--- src/hdl/rmxp_pkg.sv ---
// ----------------------------------------------------------------------------
// rmxp_pkg
// types and constants of the running max xor pair block
// ----------------------------------------------------------------------------
package rmxp_pkg;

  localparam int VALUE_W   = 32;
  localparam int MAX_XOR_W = 32;

  typedef logic [VALUE_W-1:0]   value_t;
  typedef logic [MAX_XOR_W-1:0] max_xor_t;

  // control that rides along with each beat through the cell chain
  typedef struct packed {
    logic valid;
    logic first;
    logic last;
    logic over;
  } rmxp_ctl_t;

endpackage

--- src/hdl/rmxp_cell.sv ---
// ----------------------------------------------------------------------------
// rmxp_cell
// one chain cell: holds one stored value, writes it when the passing beat
// carries its slot, and folds the xor with older entries into the beat's max
// ----------------------------------------------------------------------------
module rmxp_cell import rmxp_pkg::*; #(
  parameter int DataW   = 32,
  parameter int IdxW    = 9,
  parameter int CellIdx = 0
) (
  input  logic             clk_i,
  input  logic             rst_ni,
  input  logic             en_i,
  input  rmxp_ctl_t        ctl_i,
  input  logic [DataW-1:0] val_i,
  input  logic [IdxW-1:0]  idx_i,
  input  logic [DataW-1:0] pmax_i,
  output rmxp_ctl_t        ctl_o,
  output logic [DataW-1:0] val_o,
  output logic [IdxW-1:0]  idx_o,
  output logic [DataW-1:0] pmax_o
);

  localparam logic [IdxW-1:0] MyIdx = IdxW'(CellIdx);

  logic [DataW-1:0] stored_q;
  rmxp_ctl_t        ctl_q;
  logic [DataW-1:0] val_q, pmax_q, pmax_d;
  logic [IdxW-1:0]  idx_q;
  logic [DataW-1:0] xor_w;
  logic             older_w;

  // entries below the beat's slot belong to the same array and were written earlier
  assign older_w = idx_i > MyIdx;
  assign xor_w   = stored_q ^ val_i;

  always_comb begin
    pmax_d = pmax_i;
    if (older_w && (xor_w > pmax_i)) begin
      pmax_d = xor_w;
    end
  end

  always_ff @(posedge clk_i) begin
    if (en_i && ctl_i.valid && (idx_i == MyIdx)) begin
      stored_q <= val_i;
    end
  end

  always_ff @(posedge clk_i or negedge rst_ni) begin
    if (!rst_ni) begin
      ctl_q <= '0;
    end else if (en_i) begin
      ctl_q <= ctl_i;
    end
  end

  always_ff @(posedge clk_i) begin
    if (en_i) begin
      val_q  <= val_i;
      idx_q  <= idx_i;
      pmax_q <= pmax_d;
    end
  end

  assign ctl_o  = ctl_q;
  assign val_o  = val_q;
  assign idx_o  = idx_q;
  assign pmax_o = pmax_q;

endmodule

--- config.mk ---
export PLATFORM = sky130hd
export DESIGN_NAME = rmxp_cell
export DESIGN_NICKNAME = d
export VERILOG_FILES = /design/src/hdl/rmxp_pkg.sv /design/src/hdl/rmxp_cell.sv
export SDC_FILE = /design/constraint.sdc
export NUM_CORES = 1
export LEC_CHECK = 0
export BUFFER_PORTS_ARGS = -buffer_cell sky130_fd_sc_hd__buf_2
export CORE_MARGIN = 3
export CORE_UTILIZATION = 51
export CTS_CLUSTER_DIAMETER = 80
export DETAILED_ROUTE_END_ITERATION = 6
export PLACE_DENSITY = 0.82
export SYNTH_ARGS = -nofsm -noshare
export SYNTH_HDL_FRONTEND = slang
export SYNTH_SLANG_ARGS = --single-unit
--- constraint.sdc ---
create_clock -name clk_i -period 3.1 [get_ports clk_i]
set_input_delay 0.31 -clock clk_i [delete_from_list [all_inputs] [get_ports clk_i]]
set_output_delay 0.31 -clock clk_i [all_outputs]
set_load 0.005 [all_outputs]
==> summary by stage <==
Outcome
The run finished with clean final reports.

Timing
The worst path uses 95.8% of the clock period. In this run the tightest slew margin relative to its limit is 54.5%. The hold violation count in the final report was 0. Setup repair after global routing left no endpoint under its margin. Setup violations remaining at the end of the flow were counted as 0. The final sum of negative setup slack is 0 ps. Derived from the worst setup path, the maximum achievable clock frequency is 0.337 GHz. For the pin with the worst max-slew slack, the measured transition is 683 ps. The post-route clock skew is 17.1 ps. The final worst hold slack is 139 ps. The clock period could shrink to 2970 ps. The max-slew violation total from the final report is 0.

Yosys
Among all cell types in the netlist, the one instantiated most often is edfxtp_1. The net count after synthesis is 413. The xor/xnor cell area share of the yosys netlist is 5.64%. Summing the areas of all compound-gate instances in the mapped netlist gives 3.73% of the synthesized area. The area fraction of the dominant cell type after synthesis is 63.5%. The synthesized design contains 109 register bits. The share of the yosys chip area belonging to registers is 65.5%.

By area the synthesized netlist is led by edfxtp_1, mux2_4, ha_1. The commonest cells after synthesis are edfxtp_1, inv_1, ha_1. The fraction of synthesized area in multiplexers is 10.1%. Yosys mapped the design onto 34 distinct sky130hd cell types. After synthesis, the largest family of logic cells by area is multiplexers. In this run the cell area of the synthesized design comes to 4970 um2. The number of synthesized flops with an enable pin is 105.

After synthesis, the mean cell area works out to 16.5 um2. The largest area contributor in the synthesized netlist is edfxtp_1. Summing the areas of all and, or, nand and nor instances in the mapped netlist gives 3.22% of the synthesized area. After Yosys synthesis, full adders, half adders and majority gates account for 8.06% of the synthesized area.

Synthesis handed over a netlist of 301 instances. Counting flops with an async set or reset pin after synthesis yields a share of 3.67%. The Yosys step of the flow raised 0 warnings. The most common flop cell mapped by yosys is edfxtp_1.

Global route
Global routing finished with a remaining overflow of 0. The first global-routing pass estimated 15,300 um of wire. The maximum number of pins on one net before global-route repair is 54.

The initial antenna violation count came to 0. The number of global-route vias before repair is 3,182. For this run, the total global-route usage over all layers was measured as 17.8%.

Routing
After detailed routing, the number of vias per cell comes to 5.00. The routed design has 9970 um of wire. The number of antenna-violating nets in the routed design is 0. The detailed router placed 3,052 vias in this run.

After detailed routing, the number of remaining DRC violations is 0. The uppermost signal routing layer after detailed routing is met4. The detailed router put a total of 4050 um of wire on met1. Dividing the detail-routed wire length by the instance count gives 16.3 um. The routed length on met2 is 5120 um.

The count of routing violations after the opening detailed-route iteration is 64. The first-pass iteration count of the detailed router is 4. Summed over all nets, wire length on met3 after detailed routing comes to 458 um.

Floorplanning
The floorplan step set the die width to 105 um. The floorplan die area is 11,000 um2. The number of cell rows is 35. The core outline area is 9370 um2. The height of the chip is 105 um.

The I/O pin count is 157. For this configuration, the core starts out at a cell density of 53.0%.

Placed design
Routability-driven placement finished with a final weighted congestion of 0.813. Detailed placement finished with a half-perimeter wire length of 7560 um. The number of placed instances, taps included is 589. During placement, the flow inserted port buffers numbering 156.

Setup path
The endpoint type of the worst setup path is a register. The data required time of the worst path is 3200 ps. STA classifies the critical path startpoint as a register. The critical path is of the reg -> reg type.

Across all register-to-register paths, the minimum setup slack is 130 ps. The largest fanout on the critical path is 11. The critical path data arrival time is 3070 ps.

Finish
The area growth from synthesis to layout is 26.1%. The post-route netlist has 46.3% of its cells at a drive strength greater than 1. The number of inserted diodes is 0. The final cell utilization of the core is 66.8%. The net count of the finished layout is 589. The count of placed standard cells in the final layout, fillers left out is 611.

Clock network
TritonCTS created 9 clock buffers. The latest clock arrival within the worst-skew pair is 360 ps. For this design, the sink count on the clock tree is 109. The clock passes through at most 2 buffers. TritonCTS built the clock tree. The cell chosen for the clock root is clkbuf_8. The deepest level of the CTS H-tree is 3. After clock tree synthesis, the clock-pin slew on the worst setup and hold paths is 110 ps.

Job
The max-capacitance violation count is 0.

Worst hold path
The tightest min-delay check is of the in -> reg type.

Power and ir drop
The static power due to leakage is 0.00285 uW. The total power is 3170 uW. The peak supply drop is 0.237 mV. In this run the power density over the cells is 506 nW/um2.
## sequential cells by signal (all words and copies together), names as in the netlist
signal and count:
pmax_o 32, stored_q 32, val_o 32, idx_o 9, ctl_o 4
## timing repair
action                                  in CTS  in global routing
endpoints found under the setup margin       0                 27
gates resized for setup                      0                  3
hold buffers                                 1                  0
buffers inserted                             0                  4
hold endpoints to repair                     4                  0
## stage by stage
stage                     setup slack, ps  instance area, um2
after detailed placement             65.2                5950
after floorplan                       307                4970
after global placement                144                5950
after CTS                             103                6170
final                                 129                6260
after global routing                 22.5                6260
## cell usage in the layout (no fill, tap or decap), types with 2 or more instances in the layout
master,instances
a211oi_1,2
a21o_1,2
a21oi_1,12
buf_12,4
buf_2,155
buf_4,7
clkbuf_8,11
dfrtp_1,4
edfxtp_1,105
ha_1,32
inv_1,34
inv_6,2
mux2_2,5
mux2_4,29
nand2_1,6
nand3_1,4
nand4_1,7
nor2_1,2
nor3_1,2
o21ai_0,3
xor2_1,31
## report_power, final
part	switching, uW	total (uW)	internal (uW)
sequential	23.2	1750	1730
combinational	242	524	282
clock	471	896	425
## final cells by class
cell class              count  area [um2]
repair buffers            168         943
well taps                 129         161
flip-flops and latches    109        3250
clock inverters             4        55.1
inverters                  34         128
clock buffers              12         155
multi-input cells         155        1570
fillers                   703        3110
## logic make-up (layout without fill, tap and decap cells)
group | after synthesis | count (layout)
AND/OR/NAND/NOR | 28 | 28
buffers and inverters | 37 | 218
multiplexers | 35 | 35
XOR/XNOR | 32 | 32
flip-flops | 109 | 109
AO/OA/AOI/OAI | 28 | 28
adder cells (fa/ha/maj) | 32 | 32
## per-layer routing
layer,vias to the layer above,GRT usage [%]
met3,26,3.40
met4,0,9.37
li1,1472,-
met5,-,0
met2,96,30.8
met1,1458,21.1
## worst max-delay path: stages, from the launching register on
cell and delay, ps:
edfxtp_1 400, xor2_1 170, ha_1 380, nand4_4 140, or4_4 570, buf_4 150, a31oi_2 220, o21ai_4 100
buf_12 150, buf_12 150, mux2_4 290
## worst paths after layout
path | startpoint | endpoint | cells past startpoint
min | idx_i[1] | idx_o[1] | 1
max reg2reg | stored_q[31] | pmax_o[8] | 10
min in group asynchronous | rst_ni | ctl_o[3] | 2
max in group asynchronous | rst_ni | ctl_o[1] | 2
min reg2reg | ctl_o[0] | ctl_o[0] | 1
max | stored_q[31] | pmax_o[8] | 10
No activity file was read; power rests on OpenSTA's default activity.
